File: src/lsgd_pkg.sv
`default_nettype none

package lsgd_pkg;

  localparam int unsigned MAX_FEATURES = 8;
  localparam int unsigned FEAT_W       = 16;
  localparam int unsigned WEIGHT_W     = 32;
  localparam int unsigned PROD_W       = 48;
  localparam int unsigned ERR_W        = 40;
  localparam int unsigned LR_W         = 16;
  localparam int unsigned INV_W        = 24;
  localparam int unsigned TOL_W        = 16;
  localparam int unsigned CFG_ADDR_W   = 2;
  localparam int unsigned CFG_DATA_W   = 24;
  localparam int unsigned IN_DATA_W    = 144;
  localparam int unsigned OUT_DATA_W   = 80;

  localparam logic signed [WEIGHT_W-1:0] WEIGHT_RESET = 32'sd6554;
  localparam logic [LR_W-1:0]            LR_RESET     = 16'd655;
  localparam logic [INV_W-1:0]           INV_RESET    = 24'hFFFFFF;
  localparam logic [TOL_W-1:0]           TOL_RESET    = 16'd1;

  localparam logic [CFG_ADDR_W-1:0] REG_LEARNING_RATE = 2'd0;
  localparam logic [CFG_ADDR_W-1:0] REG_INVERSE_COUNT = 2'd1;
  localparam logic [CFG_ADDR_W-1:0] REG_TOLERANCE     = 2'd2;

  localparam logic OP_TRAIN = 1'b0;
  localparam logic OP_TEST  = 1'b1;

  typedef enum logic [2:0] {
    S_IDLE,
    S_MUL,
    S_SUM,
    S_ERR,
    S_SCALE,
    S_DELTA,
    S_STEP
  } state_e;

  typedef struct packed {
    logic mul_en;
    logic delta_en;
    logic upd_en;
  } lane_ctrl_t;

  typedef struct packed {
    logic mul_en;
    logic scale_en;
    logic commit;
    logic last;
  } err_ctrl_t;

  function automatic logic signed [31:0] sat32(input logic signed [63:0] v);
    logic signed [31:0] r;
    if (v > 64'sh0000_0000_7FFF_FFFF) begin
      r = 32'sh7FFF_FFFF;
    end else if (v < -64'sh0000_0000_8000_0000) begin
      r = 32'sh8000_0000;
    end else begin
      r = v[31:0];
    end
    return r;
  endfunction

  function automatic logic signed [39:0] sat40(input logic signed [63:0] v);
    logic signed [39:0] r;
    if (v > 64'sh0000_007F_FFFF_FFFF) begin
      r = 40'sh7F_FFFF_FFFF;
    end else if (v < -64'sh0000_0080_0000_0000) begin
      r = 40'sh80_0000_0000;
    end else begin
      r = v[39:0];
    end
    return r;
  endfunction

endpackage

`default_nettype wire

File: src/lsgd_merge.sv
`default_nettype none

module lsgd_merge #(
  parameter int unsigned FEATURES = 8
) (
  input  wire logic               clk_i,
  input  wire logic               sum_en_i,
  input  wire logic signed [47:0] prod_i [FEATURES],
  output logic signed      [31:0] pred_o
);

  logic signed [50:0] acc;
  logic signed [31:0] pred_q;

  always_comb begin
    acc = '0;
    for (int k = 0; k < FEATURES; k++) begin
      acc = acc + 51'(prod_i[k]);
    end
  end

  always_ff @(posedge clk_i) begin
    if (sum_en_i) begin
      pred_q <= lsgd_pkg::sat32(64'(acc >>> 8));
    end
  end

  assign pred_o = pred_q;

endmodule

`default_nettype wire

File: config.mk
export PLATFORM = sky130hd
export DESIGN_NAME = lsgd_merge
export DESIGN_NICKNAME = d
export VERILOG_FILES = /design/src/lsgd_pkg.sv /design/src/lsgd_merge.sv
export SDC_FILE = /design/constraint.sdc
export NUM_CORES = 1
export LEC_CHECK = 0
export ABC_CLOCK_PERIOD_IN_PS = 7300
export BUFFER_PORTS_ARGS = -buffer_cell sky130_fd_sc_hd__clkbuf_2
export CORE_MARGIN = 5
export CORE_UTILIZATION = 30
export CTS_BUF_LIST = sky130_fd_sc_hd__clkbuf_16
export DETAILED_ROUTE_END_ITERATION = 8
export GPL_TIMING_DRIVEN = 0
export HOLD_SLACK_MARGIN = 0.1
export SLEW_MARGIN = 40
export SYNTH_ARGS = -nofsm -noshare
export SYNTH_HDL_FRONTEND = slang
export SYNTH_SLANG_ARGS = --single-unit
File: constraint.sdc
create_clock -name clk_i -period 7.3 [get_ports clk_i]
set_input_delay 0.365 -clock clk_i [delete_from_list [all_inputs] [get_ports clk_i]]
set_output_delay 0.365 -clock clk_i [all_outputs]
set_load 0.02 [all_outputs]
==> results.sh <==
export IMPL_outcome="finished clean"
export IMPL_syn2layout_area_growth_pct=22.9
export IMPL_worstHoldStart="sum_en_i"
export IMPL_cts_clk_slew_worst_paths_ps=60
export IMPL_wl_final_um=33400
export IMPL_end_of_flow_core_utilization_pct=37.2
export IMPL_sequential_to_total_area_share_from_yosys_stat_pct=7.58
export IMPL_ios=418
export IMPL_cp_endpoint="pred_o[3]$_SDFFCE_PN1P_"
export IMPL_grt_start_max_net_pins=33
export IMPL_top_cells_by_area_in_the_synthesized_netlist="sky130_fd_sc_hd__fa_1, sky130_fd_sc_hd__inv_1, sky130_fd_sc_hd__edfxtp_1"
export IMPL_max_slew_worst_pin_slew_ps=751
export IMPL_start_util_pct=30.3
export IMPL_post_synth_inst_count=1486
export IMPL_yosys_top_cells_count="sky130_fd_sc_hd__inv_1, sky130_fd_sc_hd__fa_1, sky130_fd_sc_hd__a21oi_1"
export IMPL_synthesis_area_per_instance_sq_um=8.53
export IMPL_floorplan_die_width_um=216
export IMPL_clock_tree_buffer_depth=2
export IMPL_most_used_standard_cell_by_instance_count_after_synthesis="sky130_fd_sc_hd__inv_1"
export IMPL_buffer_ports_inserted=417
export IMPL_cts_tree="done"
export IMPL_timing_hold_violations_final=0
export IMPL_yosys_area_top_type_share_pct=45.7
export IMPL_route_detailed_drc=0
export IMPL_setup_worst_path_end_class="flip-flop"
export IMPL_globalRouteOverflowTotal=0
export IMPL_hold_crit_class="in -> reg"
export IMPL_fill_cell_total_of_the_finished_layout=4414
export IMPL_period_minus_slack_ps=6340
export IMPL_synth_cell_type_count=69
export IMPL_numCtsBuffers=5
export IMPL_final_max_slew_viol_count=0
export IMPL_worstSetupPathType="in -> reg"
export IMPL_floorplan_rows=75
export IMPL_asyncSetResetFlopFracSynth_pct=0
export IMPL_worstPathArrival_ps=6370
export IMPL_path_max_fanout=10
export IMPL_grt_pass1_wl_um=56100
export IMPL_die_area_sq_um=46400
export IMPL_mappedNetlistNets=2211
export IMPL_synthesis_yosys_warnings=0
export IMPL_die_height_um=216
export IMPL_maxSlewHeadroom_pct=49.9
export IMPL_viasPerCell=4.27
export IMPL_largest_register_ff_count=32
export IMPL_yosys_register_bits=32
export IMPL_wl_per_cell_um=13.6
export IMPL_timing_final_crit_share_pct=86.8
export IMPL_detail_route_iter0_violations=414
export IMPL_finalNonFillerCells=2450
export IMPL_number_of_antenna_diodes=0
export IMPL_antenna_found_initial=0
export IMPL_grt_setup_unrepaired="no"
export IMPL_remaining_antenna_violation_count_after_routing=0
export IMPL_post_cts_setup_buffers=0
export IMPL_dp_hpwl_um=32100
export IMPL_place_congestion=0.831
export IMPL_cts_hold_buffers_added=0
export IMPL_synth_edf_count=32
export IMPL_cp_startpoint="prod_i[27]"
export IMPL_first_global_vias=11700
export IMPL_finish_net_count=2635
export IMPL_netlist_top_cell_by_area="sky130_fd_sc_hd__fa_1"
export IMPL_globalRouteTotalUtil_pct=14.5
export IMPL_setup_viol=0
export IMPL_placed_cells_incl_taps=2442
export IMPL_clock_tree_htree_level_count=2
export IMPL_cts_root_buffer="sky130_fd_sc_hd__clkbuf_16"
export IMPL_postSynth_topFlopCell="sky130_fd_sc_hd__edfxtp_1"
export IMPL_drv_max_cap_violation_count=0
export IMPL_dr_total_vias=10500
export IMPL_coreArea_sq_um=41900
export IMPL_startpoint_type="primary input"
export IMPL_setup_tns_final_ps=0
export IMPL_drt_pass1_iter_count=5
export IMPL_cts_resized=0
export IMPL_data_required_time_at_the_worst_endpoint_ps=7330
export IMPL_final_layout_size_suffix_gt1_share_pct=25.4
export IMPL_mappedNetlistArea_sq_um=12700
export IMPL_clkSinkCount=32
export IMPL_max_freq_mhz=158
-- through the flow --
stage	setup WS (ps)	hold slack (ps)	cell area (sq um)
finish	961	704	15600
CTS	917	928	15600
detailed placement	654	836	15400
floorplan	1830	477	12700
global route	549	754	15600
global placement	699	835	15400
-- worst max-delay path, stage by stage --
cell and delay, ps:
sky130_fd_sc_hd__clkbuf_2 80, sky130_fd_sc_hd__inv_1 50, sky130_fd_sc_hd__fa_1 540, sky130_fd_sc_hd__inv_1 60, sky130_fd_sc_hd__fa_1 500, sky130_fd_sc_hd__fa_1 540, sky130_fd_sc_hd__inv_1 60, sky130_fd_sc_hd__fa_1 530
sky130_fd_sc_hd__inv_1 40, sky130_fd_sc_hd__ha_1 260, sky130_fd_sc_hd__clkbuf_1 330, sky130_fd_sc_hd__nand4_1 310, sky130_fd_sc_hd__nor4_1 600, sky130_fd_sc_hd__and2_1 210, sky130_fd_sc_hd__a221o_1 270, sky130_fd_sc_hd__o21ai_1 140
sky130_fd_sc_hd__xor2_1 270, sky130_fd_sc_hd__o31ai_1 130, sky130_fd_sc_hd__nand4bb_1 250, sky130_fd_sc_hd__o41ai_4 470, sky130_fd_sc_hd__buf_6 250, sky130_fd_sc_hd__a21oi_2 80
-- layout by cell type (no fill, tap or decap), drive strengths merged, types with 6 or more instances in the layout --
cell      n
nand2    56
nand4    13
nand3    13
and2      7
a31oi     7
fa      289
ha       50
inv     676
nor2     30
xnor2    26
nor4      6
edfxtp   32
a21o     13
clkbuf  431
xor2     16
a21oi    96
buf      16
nor3     16
o21ai    40
-- cell families after synthesis --
logic type	Yosys count	synth area share, %
muxes	2	0.168
adders and majority gates	339	50.6
and+or+nand+nor	157	6.05
AOI/OAI and AO/OA	214	11.6
DFF	32	7.58
buffers and inverters	700	21.1
xor gates and xnor gates	42	2.90
-- how the worst min path moves through the flow --
stage	end	slack (ps)	depth (start not counted)
finish	pred_o[7]$_SDFFCE_PN1P_	700	1
floorplan	pred_o[0]$_SDFFCE_PN1P_	480	0
global placement	pred_o[8]	840	1
global route	pred_o[9]$_SDFFCE_PN1P_	750	1
detailed placement	pred_o[6]	840	1
CTS	pred_o[7]$_SDFFCE_PN1P_	930	1
-- layer usage --
metal,GRT usage [%],vias up,wire length [um]
met2,26.6,300,17200
met3,1.98,21,1640
li1,-,5084,-
met4,2.03,0,387
met1,18.8,5068,14100
met5,0,-,0
-- final cells by class --
class	count	area [sq um]	share of cell area, %
tap	539	674	4.33
buffer	25	139	0.892
clock buffer	5	125	0.803
clock inverter	3	15.0	0.0964
inverter	675	2530	16.3
multi-input combinational	754	9040	58.0
sequential	32	961	6.17
timing repair buffer	417	2090	13.4
Power is left out: the tool's default activity adds up to more than one toggle a clock period on the data nets, which glitch-free logic cannot reach.
