**config.mk**
```make
export PLATFORM = sky130hd
export DESIGN_NAME = lsgd_lane
export DESIGN_NICKNAME = d
export VERILOG_FILES = /design/src/lsgd_pkg.sv /design/src/lsgd_lane.sv
export SDC_FILE = /design/constraint.sdc
export NUM_CORES = 2
export LEC_CHECK = 0
export BUFFER_PORTS_ARGS = -buffer_cell sky130_fd_sc_hd__buf_2
export CAP_MARGIN = 40
export CORE_MARGIN = 2
export CORE_UTILIZATION = 38
export DETAILED_ROUTE_END_ITERATION = 10
export PLACE_DENSITY = 0.51
export SYNTH_ARGS = -nofsm -noshare
export SYNTH_HDL_FRONTEND = slang
export SYNTH_SLANG_ARGS = --single-unit
export TNS_END_PERCENT = 1
```
**constraint.sdc**
```tcl
create_clock -name clk_i -period 17.7 [get_ports clk_i]
set_input_delay 2.655 -clock clk_i [delete_from_list [all_inputs] [get_ports clk_i]]
set_output_delay 2.655 -clock clk_i [all_outputs]
set_load 0.1 [all_outputs]
```
**src/lsgd_pkg.sv**
```systemverilog
`default_nettype none

package lsgd_pkg;

  localparam int unsigned MAX_FEATURES = 8;
  localparam int unsigned FEAT_W       = 16;
  localparam int unsigned WEIGHT_W     = 32;
  localparam int unsigned PROD_W       = 48;
  localparam int unsigned ERR_W        = 40;
  localparam int unsigned LR_W         = 16;
  localparam int unsigned INV_W        = 24;
  localparam int unsigned TOL_W        = 16;
  localparam int unsigned CFG_ADDR_W   = 2;
  localparam int unsigned CFG_DATA_W   = 24;
  localparam int unsigned IN_DATA_W    = 144;
  localparam int unsigned OUT_DATA_W   = 80;

  localparam logic signed [WEIGHT_W-1:0] WEIGHT_RESET = 32'sd6554;
  localparam logic [LR_W-1:0]            LR_RESET     = 16'd655;
  localparam logic [INV_W-1:0]           INV_RESET    = 24'hFFFFFF;
  localparam logic [TOL_W-1:0]           TOL_RESET    = 16'd1;

  localparam logic [CFG_ADDR_W-1:0] REG_LEARNING_RATE = 2'd0;
  localparam logic [CFG_ADDR_W-1:0] REG_INVERSE_COUNT = 2'd1;
  localparam logic [CFG_ADDR_W-1:0] REG_TOLERANCE     = 2'd2;

  localparam logic OP_TRAIN = 1'b0;
  localparam logic OP_TEST  = 1'b1;

  typedef enum logic [2:0] {
    S_IDLE,
    S_MUL,
    S_SUM,
    S_ERR,
    S_SCALE,
    S_DELTA,
    S_STEP
  } state_e;

  typedef struct packed {
    logic mul_en;
    logic delta_en;
    logic upd_en;
  } lane_ctrl_t;

  typedef struct packed {
    logic mul_en;
    logic scale_en;
    logic commit;
    logic last;
  } err_ctrl_t;

  function automatic logic signed [31:0] sat32(input logic signed [63:0] v);
    logic signed [31:0] r;
    if (v > 64'sh0000_0000_7FFF_FFFF) begin
      r = 32'sh7FFF_FFFF;
    end else if (v < -64'sh0000_0000_8000_0000) begin
      r = 32'sh8000_0000;
    end else begin
      r = v[31:0];
    end
    return r;
  endfunction

  function automatic logic signed [39:0] sat40(input logic signed [63:0] v);
    logic signed [39:0] r;
    if (v > 64'sh0000_007F_FFFF_FFFF) begin
      r = 40'sh7F_FFFF_FFFF;
    end else if (v < -64'sh0000_0080_0000_0000) begin
      r = 40'sh80_0000_0000;
    end else begin
      r = v[39:0];
    end
    return r;
  endfunction

endpackage

`default_nettype wire

```
**src/lsgd_lane.sv**
```systemverilog
`default_nettype none

module lsgd_lane (
  input  wire logic                    clk_i,
  input  wire logic                    rst_ni,
  input  wire lsgd_pkg::lane_ctrl_t    ctrl_i,
  input  wire logic signed [15:0]      feature_i,
  input  wire logic signed [39:0]      err_i,
  input  wire logic        [15:0]      lr_i,
  output logic signed      [47:0]      prod_o
);

  logic signed [31:0] weight_q, weight_d;
  logic signed [47:0] prod_q;
  logic signed [39:0] delta_q;
  logic signed [55:0] err_prod;
  logic signed [16:0] lr_s;
  logic signed [56:0] step_prod;
  logic signed [40:0] step;
  logic signed [41:0] w_new;

  assign err_prod  = 56'(err_i) * 56'(feature_i);
  assign lr_s      = {1'b0, lr_i};
  assign step_prod = 57'(delta_q) * 57'(lr_s);
  assign step      = step_prod[56:16];
  assign w_new     = 42'(weight_q) - 42'(step);
  assign weight_d  = lsgd_pkg::sat32(64'(w_new));

  always_ff @(posedge clk_i or negedge rst_ni) begin
    if (!rst_ni) begin
      weight_q <= lsgd_pkg::WEIGHT_RESET;
    end else if (ctrl_i.upd_en) begin
      weight_q <= weight_d;
    end
  end

  always_ff @(posedge clk_i) begin
    if (ctrl_i.mul_en) begin
      prod_q <= 48'(weight_q) * 48'(feature_i);
    end
    if (ctrl_i.delta_en) begin
      delta_q <= err_prod[55:16];
    end
  end

  assign prod_o = prod_q;

endmodule

`default_nettype wire

```
==> impl_metrics.env <==
export IMPL_fin_area_um2=70000
export IMPL_layout_cells_most_common="inv_1"
export IMPL_htreeDepth=4
export IMPL_period_minus_slack_ns=12.05
export IMPL_worstSetupPathType="input port to flip-flop"
export IMPL_ys_seq_elements=120
export IMPL_post_dp_cell_area_um2=69500
export IMPL_area_growth_pct=6.12
export IMPL_maxSlewViolCount=0
export IMPL_io_pins=125
export IMPL_ant_nets=0
export IMPL_first_pass_iters=5
export IMPL_cts_made_buffers=17
export IMPL_min_period_over_period=0.681
export IMPL_synth_cells=7201
export IMPL_maxCapViolCount=0
export IMPL_path_common_cell="fa_1"
export IMPL_synth_distinct_cells=85
export IMPL_syn_avg_cell_area_um2=9.16
export IMPL_cts_setup_buffers=0
export IMPL_place_gp_congestion=0.857
export IMPL_fill_cells=17300
export IMPL_fin_tns_setup_ns=0
export IMPL_initial_core_util=0.383
export IMPL_numPortBuffers=124
export IMPL_worstMarginPinSlew_ns=0.944
export IMPL_grt_overflow=0
export IMPL_die_width_um=421
export IMPL_skew_ns=0.0281
export IMPL_slowest_stage="buf_2"
export IMPL_critPathMaxFanout=40
export IMPL_startpoint_type="input port"
export IMPL_drc=0
export IMPL_ys_seq_area_frac=0.0523
export IMPL_synth_edf_count=88
export IMPL_clock_latency_ns=0.52
export IMPL_synth_warning_count=0
export IMPL_grt_pass1_vias=52000
export IMPL_rows=152
export IMPL_hp_class="flip-flop to flip-flop"
export IMPL_die_area_um2=177000
export IMPL_placeableCoreArea_um2=172000
export IMPL_ctsResizeCount=0
export IMPL_dp_slack_ns=5.15
export IMPL_fin_ws_ns=5.65
export IMPL_grt_max_degree=58
export IMPL_cts_tree="yes"
export IMPL_synth_ff_type="edfxtp_1"
export IMPL_clockBufferDepth=2
export IMPL_antenna_found_initial=17
export IMPL_hold_slack_ns=0.740
export IMPL_grt_pass1_wl_mm=298
export IMPL_vias=46600
export IMPL_path_clk_slew_ns=0.07
export IMPL_endpoint_kind="flip-flop"
export IMPL_track_usage=0.218
export IMPL_cts_sinks=120
export IMPL_max_freq_mhz=83.0
export IMPL_wl_per_cell_um=19.5
export IMPL_fin_nets=9277
export IMPL_rsz0062_at_grt="no"
export IMPL_hold_buffers=0
export IMPL_syn_nets=9374
export IMPL_cpPeakStageDelay_ns=0.70
export IMPL_worstPathArrival_ns=12.49
export IMPL_slew_headroom=0.371
export IMPL_drt_iter0_markers=2381
export IMPL_vias_per_cell=4.94
export IMPL_status="complete, no violations"
export IMPL_finalHoldViolations=0
export IMPL_final_layout_size_suffix_gt1_frac=0.0510
export IMPL_die_h_um=421
export IMPL_synthArstFlopShare=0.267
export IMPL_wirelength_mm=184
export IMPL_setup_viol=0
export IMPL_syn_area_um2=66000
export IMPL_cts_root_buf="clkbuf_16"
export IMPL_dp_hpwl_mm=146
export IMPL_mostFrequentLayoutCells="inv_1, fa_1, nand2_1"
export IMPL_critPathRequiredTime_ns=18.14
## flip-flops by register name, summed over array words and instances (netlist names)
register,count
prod_o,48
delta_q,40
weight_q,32
## through the flow
stage / utilization / instances
after floorplan: - / 7201
after global placement: 0.399 / 9360
after detailed placement: 0.404 / 9395
after CTS: 0.407 / 9427
after global routing: 0.407 / 9433
final: 0.407 / 9436
## path summary, 6_finish.rpt
| kind | slack (ns) | cells after the start | to | from |
|---|---|---|---|---|
| setup reg to reg | 7.51 | 33 | weight_q[0]$_DFFE_PN0P_ | delta_q[10]$_DFFE_PP_ |
| hold reg to reg | 0.74 | 2 | weight_q[10]$_DFFE_PN0P_ | weight_q[10]$_DFFE_PN0P_ |
| min in group asynchronous | 2.20 | 1 | weight_q[20]$_DFFE_PN0P_ | rst_ni |
| max in group asynchronous | 14.99 | 1 | weight_q[29]$_DFFE_PN0P_ | rst_ni |
| setup / recovery | 5.65 | 35 | weight_q[0]$_DFFE_PN0P_ | lr_i[7] |
| hold / removal | 0.74 | 2 | weight_q[10]$_DFFE_PN0P_ | weight_q[10]$_DFFE_PN0P_ |
## worst max-delay path: cells and delay by family
family / cells / cell delay (ns)
adder cells (fa/ha/maj): 8 / 3.49
buffers and inverters: 6 / 1.12
AND/OR/NAND/NOR: 9 / 1.84
XOR/XNOR: 1 / 0.15
AO/OA/AOI/OAI: 11 / 3.16
## cells in the mapped netlist (all sizes together) (6+ instances only)
cell type | count | area (um2)
and2 | 620 | 3880
or2 | 45 | 282
o21a | 22 | 165
dfrtp | 25 | 626
a211oi | 13 | 108
a211o | 9 | 87.6
o21ai | 73 | 369
nand4 | 24 | 150
nor2b | 27 | 169
buf | 9 | 70.1
or3 | 13 | 91.3
o21bai | 25 | 188
nor4 | 7 | 43.8
ha | 413 | 5170
o211ai | 11 | 82.6
nand2 | 1216 | 4560
o2bb2ai | 31 | 459
inv | 1750 | 6570
xnor2 | 116 | 1020
nor3 | 33 | 190
nor2 | 90 | 340
a21oi | 159 | 803
dfstp | 7 | 184
o31ai | 11 | 92.6
fa | 1683 | 33700
a31oi | 10 | 77.6
a21boi | 6 | 45.1
nand3 | 24 | 120
a21o | 76 | 571
nand2b | 100 | 633
clkbuf | 323 | 1210
edfxtp | 88 | 2640
xor2 | 54 | 473
and3 | 14 | 87.6
## cell families after synthesis
group           after synthesis  synth area share
fa+ha+maj                  2096             0.589
mux                           3          0.000474
flops                       120            0.0523
xor+xnor                    170            0.0227
simple gates               2226             0.162
compound gates              504            0.0547
buf+inv                    2082             0.119
## area by class of cell
cell class	count	area, um2	share of cell area
Multi-Input combinational cell	4999	54700	0.781
Inverter	1750	6570	0.0938
Sequential cell	120	3450	0.0493
Clock buffer	20	450	0.00643
Timing Repair Buffer	216	1860	0.0266
Tap cell	2310	2890	0.0413
Antenna cell	9	22.5	0.000322
Clock inverter	12	91.3	0.00130
## layer usage
layer	global-route usage	wire, um	up-vias
li1	-	-	20800
met1	0.304	82700	24700
met2	0.370	90300	958
met3	0.0198	7560	162
met4	0.0453	2910	16
met5	0	93	-
Power is not shown: default switching activity piles up to over one toggle a cycle in this logic, so the estimate is an artifact.
